[src/mbsd_pkg.sv]
// Shared types, event codes and lookup functions for the MIDI byte stream decoder.
`timescale 1ns / 1ps

package mbsd_pkg;

    localparam int BYTE_W = 8;
    localparam int DATA_W = 7;
    localparam int CHAN_W = 4;
    localparam int KIND_W = 5;
    localparam int RUN_W  = 3;

    typedef enum logic [KIND_W-1:0] {
        EV_NOTE_OFF   = 5'd0,
        EV_NOTE_ON    = 5'd1,
        EV_POLY_PRESS = 5'd2,
        EV_CTRL       = 5'd3,
        EV_PROGRAM    = 5'd4,
        EV_CHAN_PRESS = 5'd5,
        EV_PITCHWHEEL = 5'd6,
        EV_SYSEX      = 5'd7,
        EV_EOX        = 5'd8,
        EV_TIMECODE   = 5'd9,
        EV_SONGPOS    = 5'd10,
        EV_SONGSEL    = 5'd11,
        EV_TUNE       = 5'd12,
        EV_CLOCK      = 5'd13,
        EV_START      = 5'd14,
        EV_CONTINUE   = 5'd15,
        EV_STOP       = 5'd16,
        EV_SENSING    = 5'd17,
        EV_RESET      = 5'd18,
        EV_UNDEF      = 5'd19
    } event_kind_t;

    // Running-status message kinds (status byte bits 6:4)
    localparam logic [RUN_W-1:0] RUN_PROGRAM    = 3'd4;
    localparam logic [RUN_W-1:0] RUN_CHAN_PRESS = 3'd5;
    localparam logic [RUN_W-1:0] RUN_NONE       = 3'd7;

    // System-common low nibble codes (bit 3 clear)
    localparam logic [2:0] SC_SYSEX    = 3'd0;
    localparam logic [2:0] SC_TIMECODE = 3'd1;
    localparam logic [2:0] SC_SONGPOS  = 3'd2;
    localparam logic [2:0] SC_SONGSEL  = 3'd3;
    localparam logic [2:0] SC_TUNE     = 3'd6;
    localparam logic [2:0] SC_EOX      = 3'd7;

    typedef enum logic [1:0] {
        SYS_SYSEX    = 2'd0,
        SYS_TIMECODE = 2'd1,
        SYS_SONGPOS  = 2'd2,
        SYS_SONGSEL  = 2'd3
    } sys_kind_t;

    typedef struct packed {
        logic [RUN_W-1:0]  running_kind;
        logic              running_valid;
        logic [CHAN_W-1:0] channel_held;
        logic              awaiting_first_data;
        logic [DATA_W-1:0] held_channel_data;
        logic              sys_common_active;
        logic              sys_first_pending;
        sys_kind_t         sys_kind;
        logic [DATA_W-1:0] held_sys_data;
    } parse_state_t;

    typedef struct packed {
        event_kind_t       kind;
        logic [CHAN_W-1:0] channel;
        logic [DATA_W-1:0] first_data;
        logic [DATA_W-1:0] second_data;
    } event_t;

    // Decoder to top: one event plus its strobe
    typedef struct packed {
        logic   hit;
        event_t evt;
    } decode_out_t;

    function automatic event_kind_t realtime_kind(input logic [2:0] code);
        event_kind_t k;
        unique case (code)
            3'd0:    k = EV_CLOCK;
            3'd2:    k = EV_START;
            3'd3:    k = EV_CONTINUE;
            3'd4:    k = EV_STOP;
            3'd6:    k = EV_SENSING;
            3'd7:    k = EV_RESET;
            default: k = EV_UNDEF;
        endcase
        return k;
    endfunction

endpackage

[src/mbsd_parser.sv]
// Parse state registers and combinational byte decode.
`timescale 1ns / 1ps

module mbsd_parser (
    input  logic                          clk,
    input  logic                          rst_n,
    input  logic [mbsd_pkg::BYTE_W-1:0]   rx_byte,
    input  logic                          advance,
    output mbsd_pkg::decode_out_t         dec
);
    import mbsd_pkg::*;

    parse_state_t st_reg;
    parse_state_t st_next;
    logic [DATA_W-1:0] d;

    assign d = rx_byte[DATA_W-1:0];

    always_comb
    begin
        st_next = st_reg;
        dec     = '0;
        if (rx_byte[7])
        begin
            if (rx_byte[7:4] == 4'hF)
            begin
                if (rx_byte[3])
                begin
                    // real-time: emit, state untouched
                    dec.hit      = 1'b1;
                    dec.evt.kind = realtime_kind(rx_byte[2:0]);
                end
                else
                begin
                    st_next.running_valid = 1'b0;
                    unique case (rx_byte[2:0])
                        SC_SYSEX, SC_TIMECODE, SC_SONGPOS, SC_SONGSEL:
                        begin
                            st_next.sys_kind          = sys_kind_t'(rx_byte[1:0]);
                            st_next.sys_common_active = 1'b1;
                            st_next.sys_first_pending = 1'b1;
                        end
                        SC_TUNE:
                        begin
                            st_next.sys_common_active = 1'b0;
                            dec.hit      = 1'b1;
                            dec.evt.kind = EV_TUNE;
                        end
                        SC_EOX:
                        begin
                            st_next.sys_common_active = 1'b0;
                            dec.hit      = 1'b1;
                            dec.evt.kind = EV_EOX;
                        end
                        default:
                        begin
                            st_next.sys_common_active = 1'b0;
                            dec.hit      = 1'b1;
                            dec.evt.kind = EV_UNDEF;
                        end
                    endcase
                end
            end
            else
            begin
                // channel status: new running status
                st_next.sys_common_active   = 1'b0;
                st_next.running_kind        = rx_byte[6:4];
                st_next.channel_held        = rx_byte[3:0];
                st_next.awaiting_first_data = 1'b1;
                st_next.running_valid       = 1'b1;
            end
        end
        else if (st_reg.sys_common_active)
        begin
            if (st_reg.sys_first_pending)
            begin
                unique case (st_reg.sys_kind)
                    SYS_SYSEX:
                    begin
                        dec.hit            = 1'b1;
                        dec.evt.kind       = EV_SYSEX;
                        dec.evt.first_data = d;
                    end
                    SYS_TIMECODE:
                    begin
                        st_next.sys_common_active = 1'b0;
                        dec.hit            = 1'b1;
                        dec.evt.kind       = EV_TIMECODE;
                        dec.evt.first_data = d;
                    end
                    SYS_SONGPOS:
                    begin
                        st_next.held_sys_data     = d;
                        st_next.sys_first_pending = 1'b0;
                    end
                    SYS_SONGSEL:
                    begin
                        st_next.sys_common_active = 1'b0;
                        dec.hit            = 1'b1;
                        dec.evt.kind       = EV_SONGSEL;
                        dec.evt.first_data = d;
                    end
                    default:
                    begin
                        st_next.sys_common_active = 1'b0;
                    end
                endcase
            end
            else
            begin
                st_next.sys_common_active = 1'b0;
                if (st_reg.sys_kind == SYS_SONGPOS)
                begin
                    dec.hit             = 1'b1;
                    dec.evt.kind        = EV_SONGPOS;
                    dec.evt.first_data  = st_reg.held_sys_data;
                    dec.evt.second_data = d;
                end
            end
        end
        else if (st_reg.running_valid)
        begin
            if (st_reg.awaiting_first_data)
            begin
                st_next.held_channel_data = d;
                if (st_reg.running_kind == RUN_PROGRAM ||
                    st_reg.running_kind == RUN_CHAN_PRESS)
                begin
                    dec.hit            = 1'b1;
                    dec.evt.kind       = event_kind_t'({2'b00, st_reg.running_kind});
                    dec.evt.channel    = st_reg.channel_held;
                    dec.evt.first_data = d;
                end
                else
                begin
                    st_next.awaiting_first_data = 1'b0;
                end
            end
            else
            begin
                st_next.awaiting_first_data = 1'b1;
                if (st_reg.running_kind != RUN_NONE)
                begin
                    dec.hit             = 1'b1;
                    dec.evt.kind        = event_kind_t'({2'b00, st_reg.running_kind});
                    dec.evt.channel     = st_reg.channel_held;
                    dec.evt.first_data  = st_reg.held_channel_data;
                    dec.evt.second_data = d;
                end
            end
        end
    end

    always_ff @(posedge clk or negedge rst_n)
    begin
        if (!rst_n)
        begin
            st_reg <= '0;
        end
        else if (advance)
        begin
            st_reg <= st_next;
        end
    end

endmodule

[src/mbsd_out_reg.sv]
// Result register with valid/stall handshake.
`timescale 1ns / 1ps

module mbsd_out_reg (
    input  logic             clk,
    input  logic             rst_n,
    input  logic             load,
    input  mbsd_pkg::event_t evt,
    input  logic             out_stall,
    output logic             free,
    output logic             out_valid,
    output mbsd_pkg::event_t out_evt
);
    import mbsd_pkg::*;

    logic   valid_reg;
    logic   valid_next;
    event_t evt_reg;

    assign free      = !valid_reg || !out_stall;
    assign out_valid = valid_reg;
    assign out_evt   = evt_reg;

    always_comb
    begin
        valid_next = valid_reg;
        if (load)
            valid_next = 1'b1;
        else if (valid_reg && !out_stall)
            valid_next = 1'b0;
    end

    always_ff @(posedge clk or negedge rst_n)
    begin
        if (!rst_n)
            valid_reg <= 1'b0;
        else
            valid_reg <= valid_next;
    end

    always_ff @(posedge clk)
    begin
        if (load)
            evt_reg <= evt;
    end

endmodule

[src/midi_byte_stream_decoder.sv]
// Top level of the MIDI byte stream decoder: input register, parser, result register.
`timescale 1ns / 1ps

// MIDI byte stream decoder. Feed one received byte per item on rx_byte; the block
// returns at most one decoded event per byte, in byte order. Running status is kept
// for channel messages: two-byte messages (note off/on, poly pressure, control,
// pitch wheel) come out on every second data byte, program change and channel
// pressure on every data byte. Time code, song select and song position collect
// their data bytes; each sysex data byte is passed through as a sysex event.
// Real-time bytes emit immediately and never disturb the parse. Tune request, EOX
// and undefined system-common bytes emit and end system-common mode; data bytes
// seen before any status byte are dropped silently. Timing: one byte per cycle
// sustained while in_stall is low. A byte waits in the input register, where the
// parser decodes it against the running state, and its event is loaded into the
// result register as the byte leaves; it is held on the outputs until taken. The
// result register frees in the same cycle it is taken, so in_stall only rises
// when an event is held by out_stall and the byte in the input register also
// emits.
module midi_byte_stream_decoder (
    input  logic                                clk,
    input  logic                                rst_n,
    input  logic                                in_valid,
    output logic                                in_stall,
    input  logic [mbsd_pkg::BYTE_W-1:0]         rx_byte,
    output logic                                out_valid,
    input  logic                                out_stall,
    output logic [mbsd_pkg::KIND_W-1:0]         event_kind,
    output logic [mbsd_pkg::CHAN_W-1:0]         channel,
    output logic [mbsd_pkg::DATA_W-1:0]         first_data,
    output logic [mbsd_pkg::DATA_W-1:0]         second_data
);
    import mbsd_pkg::*;

    logic              s1_valid_reg;
    logic              s1_valid_next;
    logic [BYTE_W-1:0] s1_byte_reg;

    decode_out_t dec;
    event_t      out_evt;
    logic        out_free;
    logic        s1_advance;
    logic        in_accept;

    // Byte leaves the input register when it emits nothing or the result slot is free
    assign s1_advance = s1_valid_reg && (!dec.hit || out_free);
    assign in_stall   = s1_valid_reg && !s1_advance;
    assign in_accept  = in_valid && !in_stall;

    always_comb
    begin
        s1_valid_next = s1_valid_reg;
        if (in_accept)
            s1_valid_next = 1'b1;
        else if (s1_advance)
            s1_valid_next = 1'b0;
    end

    always_ff @(posedge clk or negedge rst_n)
    begin
        if (!rst_n)
            s1_valid_reg <= 1'b0;
        else
            s1_valid_reg <= s1_valid_next;
    end

    always_ff @(posedge clk)
    begin
        if (in_accept)
            s1_byte_reg <= rx_byte;
    end

    mbsd_parser u_parser (
        .clk     (clk),
        .rst_n   (rst_n),
        .rx_byte (s1_byte_reg),
        .advance (s1_advance),
        .dec     (dec)
    );

    mbsd_out_reg u_out_reg (
        .clk       (clk),
        .rst_n     (rst_n),
        .load      (s1_advance && dec.hit),
        .evt       (dec.evt),
        .out_stall (out_stall),
        .free      (out_free),
        .out_valid (out_valid),
        .out_evt   (out_evt)
    );

    assign event_kind  = out_evt.kind;
    assign channel     = out_evt.channel;
    assign first_data  = out_evt.first_data;
    assign second_data = out_evt.second_data;

    // Input only stalls behind a held event with another event waiting
    a_stall_cause: assert property (@(posedge clk) disable iff (!rst_n)
        in_stall |-> (s1_valid_reg && dec.hit && out_valid && out_stall))
        else $error("input stalled without a blocked event");

    // Only channel voice events carry a channel number
    a_channel_kind: assert property (@(posedge clk) disable iff (!rst_n)
        (out_valid && channel != '0) |-> (event_kind <= EV_PITCHWHEEL))
        else $error("channel set on a non-channel event");

    // Second data byte only on two-byte channel messages and song position
    a_second_data: assert property (@(posedge clk) disable iff (!rst_n)
        (out_valid && second_data != '0) |->
            (event_kind == EV_NOTE_OFF || event_kind == EV_NOTE_ON ||
             event_kind == EV_POLY_PRESS || event_kind == EV_CTRL ||
             event_kind == EV_PITCHWHEEL || event_kind == EV_SONGPOS))
        else $error("second data byte on a one-byte event");

endmodule

[config.mk]
export PLATFORM = sky130hd
export DESIGN_NAME = midi_byte_stream_decoder
export DESIGN_NICKNAME = d
export VERILOG_FILES = /design/src/mbsd_pkg.sv /design/src/mbsd_parser.sv /design/src/mbsd_out_reg.sv /design/src/midi_byte_stream_decoder.sv
export SDC_FILE = /design/constraint.sdc
export NUM_CORES = 1
export LEC_CHECK = 0
export BUFFER_PORTS_ARGS = -buffer_cell sky130_fd_sc_hd__clkbuf_2
export CAP_MARGIN = 40
export CORE_MARGIN = 1.5
export CORE_UTILIZATION = 55
export CTS_CLUSTER_DIAMETER = 30
export DETAILED_ROUTE_END_ITERATION = 8
export PLACE_DENSITY = 0.87
export SETUP_SLACK_MARGIN = 0.3
export SLEW_MARGIN = 20
export SYNTH_ARGS = -nofsm -noshare
export SYNTH_HDL_FRONTEND = slang
export SYNTH_SLANG_ARGS = --single-unit
[constraint.sdc]
create_clock -name clk -period 8.4 [get_ports clk]
set_clock_uncertainty 0.05 [all_clocks]
set_input_delay 0.84 -clock clk [delete_from_list [all_inputs] [get_ports clk]]
set_output_delay 0.84 -clock clk [all_outputs]
set_load 0.01 [all_outputs]
# Word level (Yosys, flattened, before mapping)
# Cells that the tools add are included.
# W data, S select, Z words.
# op_classes
eq_ne	20
mux	43
n_bitwise	5
reduce_logical	31
# ops
cell	count
$mux W24	2
$mux W6	6
$pmux W6 S3	2
$mux W7	5
$mux W17	2
$pmux W5 S6	1
$mux W14	2
$reduce_and A5 Y1	4
$mux W1	16
$mux W8	2
$eq A3 B3 Y1 const B	5
$ne A2 B2 Y1 const B	4
$reduce_bool A2 Y1	4
$eq A3 B2 Y1 const B	2
$mux W3	2
$ne A3 B3 Y1 const B	2
$reduce_and A3 Y1	2
$reduce_or A3 Y1	2
$logic_and A1 B1 Y1	5
$logic_not A1 Y1	5
$not A1 Y1	5
$eq A2 B2 Y1 const B	2
$eq A4 B4 Y1 const B	1
$mux W2	2
other kinds (11)	14
# word_totals
regBits	60
inputBits	12
output_inout_bits	25
elab_cells	115

# Logic depth before layout (Yosys ltp)
# Gate-level depths: netlist of run 1.
# logic_depth
word_depth	15
mapped_depth	7
mapped_depth_nobuf	7

# Modules after synthesis
# From an unflattened synthesis of run 1, not the netlist that was laid out.
# unflattened
cells_unflattened	226
hier_area_um2	2816.5
# modules_own_cells
mod	n_inst	cells_per_inst	area_per_inst_um2	seq_area_each_um2
mbsd_parser	1	184	1769.2	675.6
mbsd_out_reg	1	26	726.9	715.7
midi_byte_stream_decoder	1	16	320.3	265.3

# Least setup slack after synthesis of run 1
# OpenSTA, ideal clock, no wires.
# synth_path
path_kind	register -> register
startpoint	reg u_parser.st_reg[7] (netlist name)
endpoint	reg u_out_reg.evt_reg, in the netlist u_out_reg.out_evt[0] (enable)
setup_ps	411
arrival_ps	2648
required_ps	7939
slack_ps	5292
stages_incl_launch_ff	7
path_buffers	0
period_less_slack_ps	3108
cell_sequence	dfrtp_1 inv_1 ha_1 nor2_1 o32ai_2 o21ai_0 a21oi_1
# synth_via
elab_chain_len	9
word_cells_on_any_way	13
cone_classes	eq/ne: 3; mux: 5; reduce/logical: 5
# synth_rtl
item	line_no	rtl
from (decl)	mbsd_parser.sv:13	parse_state_t st_reg;
from (signal assigned)	mbsd_parser.sv:163	st_reg <= st_next;
$eq A2 B2 Y1 (tied with other cells)	mbsd_parser.sv:78	unique case (st_reg.sys_kind)
$pmux W6 S3 or $mux W6 (tied branches)	mbsd_parser.sv:78, mbsd_parser.sv:113	
$mux W6 *	mbsd_parser.sv:76	if (st_reg.sys_first_pending)
$mux W6 *	mbsd_parser.sv:74	else if (st_reg.sys_common_active)
$mux W6 *	mbsd_parser.sv:23	if (rx_byte[7])
$logic_not A1 Y1	midi_byte_stream_decoder.sv:45	assign s1_advance = s1_valid_reg && (!dec.hit || out_free);
$logic_or A1 B1 Y1	midi_byte_stream_decoder.sv:45	
$logic_and A1 B1 Y1	midi_byte_stream_decoder.sv:45	
$logic_and A1 B1 Y1 *	midi_byte_stream_decoder.sv:83	.load (s1_advance && dec.hit),
named net u_out_reg.load	mbsd_out_reg.sv:7	input logic load,
to (signal assigned)	mbsd_out_reg.sv:44	evt_reg <= evt;
to (decl)	mbsd_out_reg.sv:18	event_t evt_reg;
# The timed path passes the listed nets; every way through them passes the cells marked *.
# A chain may end at the register's enable or synchronous reset.

# Final worst setup path of run 1
# layout_path
startpoint	reg s1_byte_reg[7]
endpoint	out in_stall
# layout_via
elab_chain_len	8
# layout_rtl
item	line_no	rtl
from (decl)	midi_byte_stream_decoder.sv:36	logic [BYTE_W-1:0] s1_byte_reg;
from (signal assigned)	midi_byte_stream_decoder.sv:69	s1_byte_reg <= rx_byte;
$eq A4 B4 Y1	mbsd_parser.sv:25	if (rx_byte[7:4] == 4'hF)
$mux W6	mbsd_parser.sv:25	
$mux W6 *	mbsd_parser.sv:23	
$logic_not A1 Y1 *	midi_byte_stream_decoder.sv:45	
$logic_or A1 B1 Y1 *	midi_byte_stream_decoder.sv:45	
$logic_and A1 B1 Y1 *	midi_byte_stream_decoder.sv:45	
$logic_not A1 Y1 *	midi_byte_stream_decoder.sv:46	assign in_stall = s1_valid_reg && !s1_advance;
$logic_and A1 B1 Y1 *	midi_byte_stream_decoder.sv:46	
to (decl)	midi_byte_stream_decoder.sv:23	output logic in_stall,
# Every way passes the cells marked *; elsewhere a longest branch is shown, timed or not.

==> flow_summary.ini, run 1 <==
[status]
status = complete, no violations

[critical_path]
crit_required_ns = 7.51
crit_type = flip-flop to output port
slowest_delay_ns = 0.56
end_kind = output port
crit_fanout = 11
critPathTopFamily = compound AO/OA/AOI/OAI gates
critPathSlowestCell = edfxtp_1
cp_data_arrival_time_ns = 2.48
path_cells = or3b_4, a211oi_2, o21ai_0, nor2_1, clkbuf_2
cp_num_buf_inv = 1
cp-start-kind = flip-flop

[global_routing]
grt_pass1_wl_um = 8610
grt_pass1_vias = 1716
grt_max_degree = 30
track_usage_pct = 22.4
antenna_found_initial = 0
overflow = 0

[floorplanning]
initial_core_util_pct = 58.2
die-area_um2 = 5530
ios = 37
fp-row-count = 25
die_x_um = 74.4
die_h_um = 74.4
core_um2 = 4820

[timing]
hold_viol = 0
fin_crit_ns = 3.37
setup-tns-final_ns = 0
slew_viol_final = 0
max_freq_ghz = 0.297
finalCritPeriodShare_pct = 40.1
rsz0062_at_grt = no
finalSetupViolations = 0
fin_hold_ws_ns = 0.456
slew-limit-headroom_pct = 47.3
tightest_slew_ns = 0.787

[placement]
io_buffers = 36
place_hpwl_um = 3810
place.gp.congestion = 1.02
dpl-instance-area_um2 = 3010
dpl.cell_count = 308

[synth]
syn-num-nets = 228
syn_area_per_cell_um2 = 13.3
async_flop_share_pct = 48.3
synth_seq_cells = 60
ys_seq_area_share_pct = 59.1
synth_flop_cell = edfxtp_1
synthDistinctLibCells = 47
netlist_area_um2 = 2800
synthCells = 211
synth-edff-count = 31
synth_warnings = 0

[power_and_ir_drop]
power.leakage_nw = 1.34
p_per_area_nw_per_um2 = 261
peakVddDrop_uv = 181

[cells_and_area]
largest_register_ffs = 27
stdcell_area_um2 = 3180
layout.cells.non_filler = 324
drive_above_1_share_pct = 32.3
fillCellCount = 369
n_antenna_cell = 0
finish.utilization_pct = 66.1
area_growth_pct = 13.6
fin_nets = 269

[cts]
clk_latency_ns = 0.34
cts_buffers = 9
htreeDepth = 3
post_cts_buffers = 0
cts_resized = 0
cts_root_buffer = clkbuf_8
cts_tree = yes
clock-sinks = 60
clockBufferDepth = 2
path_clk_slew_ns = 0.07
cts.hold.buffers_added = 0

[route]
vias_per_cell = 5.95
wl_per_cell_um = 17.0
post-route-drc-count = 0
drt-total-wl_um = 5500
drt_iter0_drc = 215
ant_nets = 0
vias = 1928
drt_pass1_iterations = 5

[worst_hold_path]
hp-class = flip-flop to flip-flop

[run]
maxCapViolCount = 0
==> cells in the final DEF, fill, tap and decap left out, types with 2 or more instances in the layout <==
| cell type | count |
|---|---|
| clkbuf_2 | 36 |
| edfxtp_1 | 31 |
| dfrtp_1 | 29 |
| mux2_2 | 15 |
| inv_1 | 14 |
| nor2_1 | 13 |
| clkbuf_8 | 10 |
| nand2_1 | 9 |
| and2_1 | 9 |
| a21oi_1 | 8 |
| a22oi_1 | 8 |
| o21ai_0 | 7 |
| a222oi_1 | 5 |
| ha_1 | 5 |
| nor2b_1 | 4 |
| nor3_1 | 4 |
| o22a_1 | 4 |
| nand3_1 | 3 |
| mux2_4 | 3 |
| or2b_2 | 2 |
| a21o_1 | 2 |
| o221ai_1 | 2 |
| nand4_4 | 2 |
| o22ai_1 | 2 |
| clkinvlp_4 | 2 |
| clkinv_2 | 2 |
| clkbuf_1 | 2 |
==> power breakdown <==
group / internal [mW] / switching (mW)
sequential: 0.377 / 0.0522
combinational: 0.0834 / 0.0945
clock: 0.114 / 0.109
total: 0.575 / 0.255
==> per-layer routing <==
metal,track usage (%),up-vias,routed length [um]
met4,13.5,0,226
met1,28.9,920,2290
li1,-,883,-
met2,33.7,101,2590
met3,6.50,24,390
met5,0,-,0
==> cell type report <==
| type | count | area (um^2) | share of cell area (%) |
|---|---|---|---|
| Sequential cell | 60 | 1660 | 52.0 |
| Clock buffer | 12 | 145 | 4.56 |
| Timing Repair Buffer | 37 | 188 | 5.90 |
| Clock inverter | 4 | 25.0 | 0.786 |
| Inverter | 14 | 52.6 | 1.65 |
| Multi-Input combinational cell | 130 | 1030 | 32.4 |
| Tap cell | 67 | 83.8 | 2.63 |
==> through the flow <==
stage	power (mW)	setup WS, ns
final	0.830	5.03
after detailed placement	0.609	5.46
after floorplan	0.557	5.29
after global routing	0.872	4.96
after CTS	0.830	5.06
after global placement	0.599	5.53
==> cells by family after synthesis <==
group                    after synthesis  synth area share, %
flip-flops                            60                 59.1
adder cells (fa/ha/maj)                5                 2.23
AND/OR/NAND/NOR                       55                 12.1
AO/OA/AOI/OAI                         52                 14.8
multiplexers                          18                 7.64
buffers and inverters                 21                 4.15
==> cell usage after synthesis (4+ instances only) <==
cell      number  area (um^2)
o22a_1         4         35.0
and2_1         9         56.3
dfrtp_1       29          726
o21ai_0        7         35.0
nor3_1         4         20.0
ha_1           5         62.6
a222oi_1       5         50.1
nor2_1        13         48.8
nor2b_1        4         25.0
nand2_1        9         33.8
edfxtp_1      31          931
inv_1         14         52.6
a22oi_1        8         60.1
a21oi_1        9         45.0
mux2_2        15          169
==> worst paths after layout <==
check                                                start                               to  slack (ns)  cells past startpoint
max reg2reg                       s1_byte_reg[7]$_DFFE_PP_  u_out_reg.out_evt[20]$_DFFE_PP_        5.67                      5
max in group asynchronous                            rst_n   u_parser.st_reg[8]$_DFFE_PN0P_        7.32                      1
min                        u_parser.st_reg[19]$_DFFE_PN0P_  u_parser.st_reg[19]$_DFFE_PN0P_        0.46                      1
min in group asynchronous                            rst_n  u_parser.st_reg[18]$_DFFE_PN0P_        0.51                      1
max                               s1_byte_reg[7]$_DFFE_PP_                         in_stall        5.03                      5
min reg2reg                u_parser.st_reg[19]$_DFFE_PN0P_  u_parser.st_reg[19]$_DFFE_PN0P_        0.46                      1
No activity file was read; power rests on OpenSTA's default activity.
==> run 2: changes to the inputs <==
--- a/config.mk
+++ b/config.mk
@@ -8,10 +8,10 @@
 export BUFFER_PORTS_ARGS = -buffer_cell sky130_fd_sc_hd__clkbuf_2
 export CAP_MARGIN = 40
 export CORE_MARGIN = 1.5
-export CORE_UTILIZATION = 55
+export CORE_UTILIZATION = 51
 export CTS_CLUSTER_DIAMETER = 30
 export DETAILED_ROUTE_END_ITERATION = 8
-export PLACE_DENSITY = 0.87
+export PLACE_DENSITY = 0.85
 export SETUP_SLACK_MARGIN = 0.3
 export SLEW_MARGIN = 20
 export SYNTH_ARGS = -nofsm -noshare
==> constraint.sdc (replaced) <==
create_clock -name clk -period 2.95 [get_ports clk]
set_clock_uncertainty 0.05 [all_clocks]
set_input_delay 0.295 -clock clk [delete_from_list [all_inputs] [get_ports clk]]
set_output_delay 0.295 -clock clk [all_outputs]
set_load 0.01 [all_outputs]
==> flow_summary.ini, run 2 (synthesis gave the netlist of run 1 again) <==
[global_routing]
overflow = 0
grt_pass1_wl_um = 9110
grt_pass1_vias = 1823
track_usage_pct = 20.8
antenna_found_initial = 0
grt_max_degree = 30

[critical_path]
end_kind = output port
rr_startpoint = u_parser.st_reg[7]$_DFFE_PN0P_
r2r.worst_path.cells = 7
cp_data_arrival_time_ns = 2.16
r2r_slack_ns = 0.46
crit_fanout = 6
cp-start-kind = flip-flop
cpMostUsedCell = nor2_1
critPathTopFamily = compound AO/OA/AOI/OAI gates
critPathSlowestCell = dfrtp_1
cp_num_buf_inv = 2
crit_required_ns = 2.61
crit_type = flip-flop to output port
slowest_delay_ns = 0.42
r2r-end = u_parser.st_reg[3]$_DFFE_PN0P_
path_cells = inv_1, ha_1, nor2_1, o32ai_4, o21ai_1, nor2_1, clkbuf_2

[cells_and_area]
seq_area_um2 = 1660
fillCellCount = 412
multi_input_area_um2 = 1040
stdcell_area_um2 = 3300
n_antenna_cell = 0
fin_nets = 276
largest_register_ffs = 27
layout_common_cells = clkbuf_2 (36), edfxtp_1 (31), dfrtp_1 (29), mux2_2 (15), inv_1 (14)
area_growth_pct = 17.7
finish.utilization_pct = 63.4
drive_above_1_share_pct = 34.5
final_common_cell = clkbuf_2

[worst_hold_path]
hold_depth = 1
min_from = rx_byte[5]
hold_path_end = s1_byte_reg[5]$_DFFE_PP_
hp-class = input port to flip-flop

[floorplanning]
fp-row-count = 26
die-area_um2 = 5950
ios = 37
core_um2 = 5200
die_x_um = 77.1
die_h_um = 77.1
initial_core_util_pct = 53.8

[route]
drt-total-wl_um = 5800
post-route-drc-count = 0
vias = 1966
drt_iter0_drc = 254
drt_pass1_iterations = 5
wl_per_cell_um = 17.4
ant_nets = 0
vias_per_cell = 5.89

[cts]
htreeDepth = 3
clock-sinks = 60
clk_latency_ns = 0.34
cts_tree = yes
clockBufferDepth = 2
cts_root_buffer = clkbuf_8
cts_buffers = 9
path_clk_slew_ns = 0.07

[timing]
slew-limit-headroom_pct = 46.6
rsz0062_at_grt = no
tightest_slew_ns = 0.799
timing.final.ws_setup_ns = 0.449
fin_hold_ws_ns = 0.0740
setup-tns-final_ns = 0
hold_viol = 0
fin_crit_ns = 2.50
finalSetupViolations = 0
finalCritPeriodShare_pct = 84.8
max_freq_ghz = 0.400
slew_viol_final = 0

[placement]
place_hpwl_um = 3850
io_buffers = 36
dpl-instance-area_um2 = 3040
place.gp.congestion = 0.965
dp_slack_ns = 0.431

[status]
status = complete, no violations

[power_and_ir_drop]
power.leakage_nw = 1.40
p_per_area_nw_per_um2 = 764
peakVddDrop_uv = 469

[run]
maxCapViolCount = 0
-- run 2: area by class of cell --
cell class                 instances  share of cell area, %
timing repair buffer              44                   7.36
tap                               70                   2.66
inverter                          14                   1.59
clock inverter                     4                  0.835
sequential                        60                   50.2
multi-input combinational        130                   31.6
clock buffer                      12                   5.69
-- run 2: power by group --
part           leakage, nW  internal, mW  switching [mW]  total [mW]
clock                0.101         0.428           0.329       0.757
combinational        0.648         0.251           0.286       0.538
sequential           0.646          1.07           0.153        1.23
total                 1.40          1.75           0.768        2.52
-- run 2: routing by layer --
layer  GRT usage (%)  wire length [um]
met3            5.60               519
met4            11.3               174
met2            32.3              2740
met5               0                 0
met1            26.6              2360
-- run 2: worst max path at each step --
stage | slack, ns | depth (start not counted) | end | start
floorplan | 0.34 | 6 | u_out_reg.out_evt[0]$_SDFFCE_PP0P_ | u_parser.st_reg[7]$_DFFE_PN0P_
global placement | 0.53 | 5 | u_out_reg.out_evt[16]$_SDFFCE_PP0P_ | s1_byte_reg[7]$_DFFE_PP_
detailed placement | 0.43 | 5 | u_out_reg.out_evt[16]$_SDFFCE_PP0P_ | s1_byte_reg[7]$_DFFE_PP_
CTS | 0.31 | 7 | in_stall | u_parser.st_reg[7]$_DFFE_PN0P_
global route | 0.36 | 7 | in_stall | u_parser.st_reg[7]$_DFFE_PN0P_
finish | 0.45 | 7 | in_stall | u_parser.st_reg[7]$_DFFE_PN0P_
-- run 2: worst register-to-register path: cells and delay by family, from the launching register on --
kind | cells | cell delay (ns)
simple gates | 2 | 0.50
flops | 1 | 0.42
fa+ha+maj | 1 | 0.31
mux | 1 | 0.35
buf+inv | 1 | 0.10
compound gates | 2 | 0.66
-- run 2: stage by stage --
step,power [mW],cells
after floorplan,1.59,211
after global placement,1.72,314
after detailed placement,1.75,314
after CTS,2.51,334
after global routing,2.63,334
final,2.52,334
-- run 2: timing repair --
item,4_1_cts,5_1_grt
pin swaps,0,0
endpoints found under the hold margin,29,0
gates cloned,0,0
setup endpoints to repair,1,24
buffers inserted,3,0
resized for setup,0,2
hold buffers,1,0
==> run 3: changes to the inputs <==
==> constraint.sdc (replaced) <==
create_clock -name clk -period 2.1 [get_ports clk]
set_clock_uncertainty 0.05 [all_clocks]
set_input_delay 0.21 -clock clk [delete_from_list [all_inputs] [get_ports clk]]
set_output_delay 0.21 -clock clk [all_outputs]
set_load 0.01 [all_outputs]
==> flow_summary.ini, run 3 (synthesis gave the netlist of run 1 again) <==
[status]
status = complete, but fails checks
violations = setup timing

[route]
vias = 2239
wl_met3_um = 522
drt_iter0_drc = 230
vias_per_cell = 5.82
drt-total-wl_um = 7330
drt_pass1_iterations = 5
post-route-drc-count = 0
ant_nets = 0
wl_per_cell_um = 19.0
top_layer = met4
drt-met1-wl_um = 2810
met2_length_um = 3740

[floorplanning]
initial_core_util_pct = 53.8
ios = 37
die-area_um2 = 5950
die_x_um = 77.1
die_h_um = 77.1
core_um2 = 5200
fp-row-count = 26

[power_and_ir_drop]
p_per_area_nw_per_um2 = 1000
power.leakage_nw = 1.70
peakVddDrop_uv = 689

[critical_path]
cp_data_arrival_time_ns = 2.34
rr_startpoint = s1_byte_reg[7]$_DFFE_PP_
crit_type = flip-flop to flip-flop
end_kind = flip-flop
cp-start-kind = flip-flop
crit_required_ns = 2.28
r2r_slack_ns = -0.06
crit_fanout = 7
r2r.worst_path.cells = 6
critPathLaunch = s1_byte_reg[7]$_DFFE_PP_
r2r-end = u_parser.st_reg[4]$_DFFE_PN0P_
setup.worst_path.end = u_parser.st_reg[4]$_DFFE_PN0P_

[placement]
place_hpwl_um = 4320
place.gp.congestion = 0.959
io_buffers = 36

[cells_and_area]
final_common_cell = buf_4
drive_above_1_share_pct = 51.7
fin_nets = 327
area_growth_pct = 42.2
layout_common_cells = buf_4 (38), clkbuf_2 (35), edfxtp_1 (31), dfrtp_1 (28), inv_1 (13)
largest_register_ffs = 27
finish.utilization_pct = 76.5
n_antenna_cell = 0

[cts]
htreeDepth = 3
path_clk_slew_ns = 0.07
cts_tree = yes
clk_latency_ns = 0.34
cts_root_buffer = clkbuf_8
clock-sinks = 60
clockBufferDepth = 2
cts_buffers = 9

[timing]
rsz0062_at_grt = yes
tightest_slew_ns = 0.729
slew_viol_final = 0
setup-tns-final_ns = -0.686
hold_viol = 0
finalCritPeriodShare_pct = 103
slew-limit-headroom_pct = 51.4
timing.final.ws_setup_ns = -0.0647
max_freq_ghz = 0.462
fin_crit_ns = 2.16
finalSetupViolations = 15

[global_routing]
grt_pass1_wl_um = 10700
track_usage_pct = 24.1
grt_max_degree = 30
overflow = 0
grt_pass1_vias = 2222
antenna_found_initial = 0

[worst_hold_path]
hp-class = input port to flip-flop

[run]
maxCapViolCount = 0
-- run 3: changes by cell type in the layout (fill, tap and decap cells not counted), moves of 5 or more --
cell,before,now
buf_4,7,38
buf_6,0,10
dlygate4sd3_1,1,9
and2_4,0,6
and2_1,9,4
-- run 3: stage by stage --
step	power [mW]	hold slack [ns]	worst slack (ns)	std cells	cell area, um^2
floorplan	2.27	-0.136	-0.121	211	2850
global placement	2.56	0.234	0.0511	336	3260
detailed placement	2.61	0.250	-0.0280	336	3260
CTS	3.79	0.0361	0.0218	374	3750
global route	4.15	0.0572	-0.119	385	3980
finish	3.99	0.0644	-0.0647	385	3980
-- run 3: layout make-up --
cell class | count | area [um^2]
Sequential cell | 60 | 1660
Multi-Input combinational cell | 130 | 1270
Fill cell | 318 | 1220
Timing Repair Buffer | 95 | 708
Clock buffer | 10 | 138
Tap cell | 70 | 87.6
Clock inverter | 6 | 63.8
Inverter | 14 | 52.6
-- run 3: worst min-delay path by stage --
stage                                                 end  slack, ns  cells past startpoint  startpoint
after floorplan                  s1_valid_reg$_DFFE_PN0P_      -0.14                      0       rst_n
after global placement    u_out_reg.out_valid$_DFFE_PN0P_       0.23                      1       rst_n
after detailed placement  u_out_reg.out_valid$_DFFE_PN0P_       0.25                      1       rst_n
after CTS                        s1_valid_reg$_DFFE_PN0P_       0.04                      2    in_valid
after global routing             s1_valid_reg$_DFFE_PN0P_       0.06                      2    in_valid
final                            s1_valid_reg$_DFFE_PN0P_       0.06                      2    in_valid
-- run 3: report_power, final --
group          switching [mW]  internal (mW)  leakage [nW]  total [mW]
clock                   0.451          0.577        0.0983        1.03
sequential              0.177           1.51         0.645        1.69
combinational           0.638          0.639         0.958        1.28
total                    1.27           2.72          1.70        3.99
-- run 3: timing repair --
item / 4_1_cts / 5_1_grt
hold endpoints to repair: 37 / 0
setup endpoints to repair: 62 / 66
cloned: 0 / 0
gates resized for setup: 23 / 34
setup buffers: 13 / 11
pin swaps: 11 / 26
hold buffers: 9 / 0
-- run 3: worst max-delay path, stage by stage, from the launching register on --
cell and delay [ns]:
edfxtp_1 0.42, or3b_4 0.45, buf_6 0.14, a2111oi_4 0.28, a311oi_4 0.13, nand4_4 0.23, mux2_2 0.36
-- run 3: routing by layer --
metal  vias to the layer above  track usage (%)
met4                         0             12.5
met5                         -                0
met1                      1092             28.0
met2                       126             40.3
met3                        25             7.38
li1                        996                -
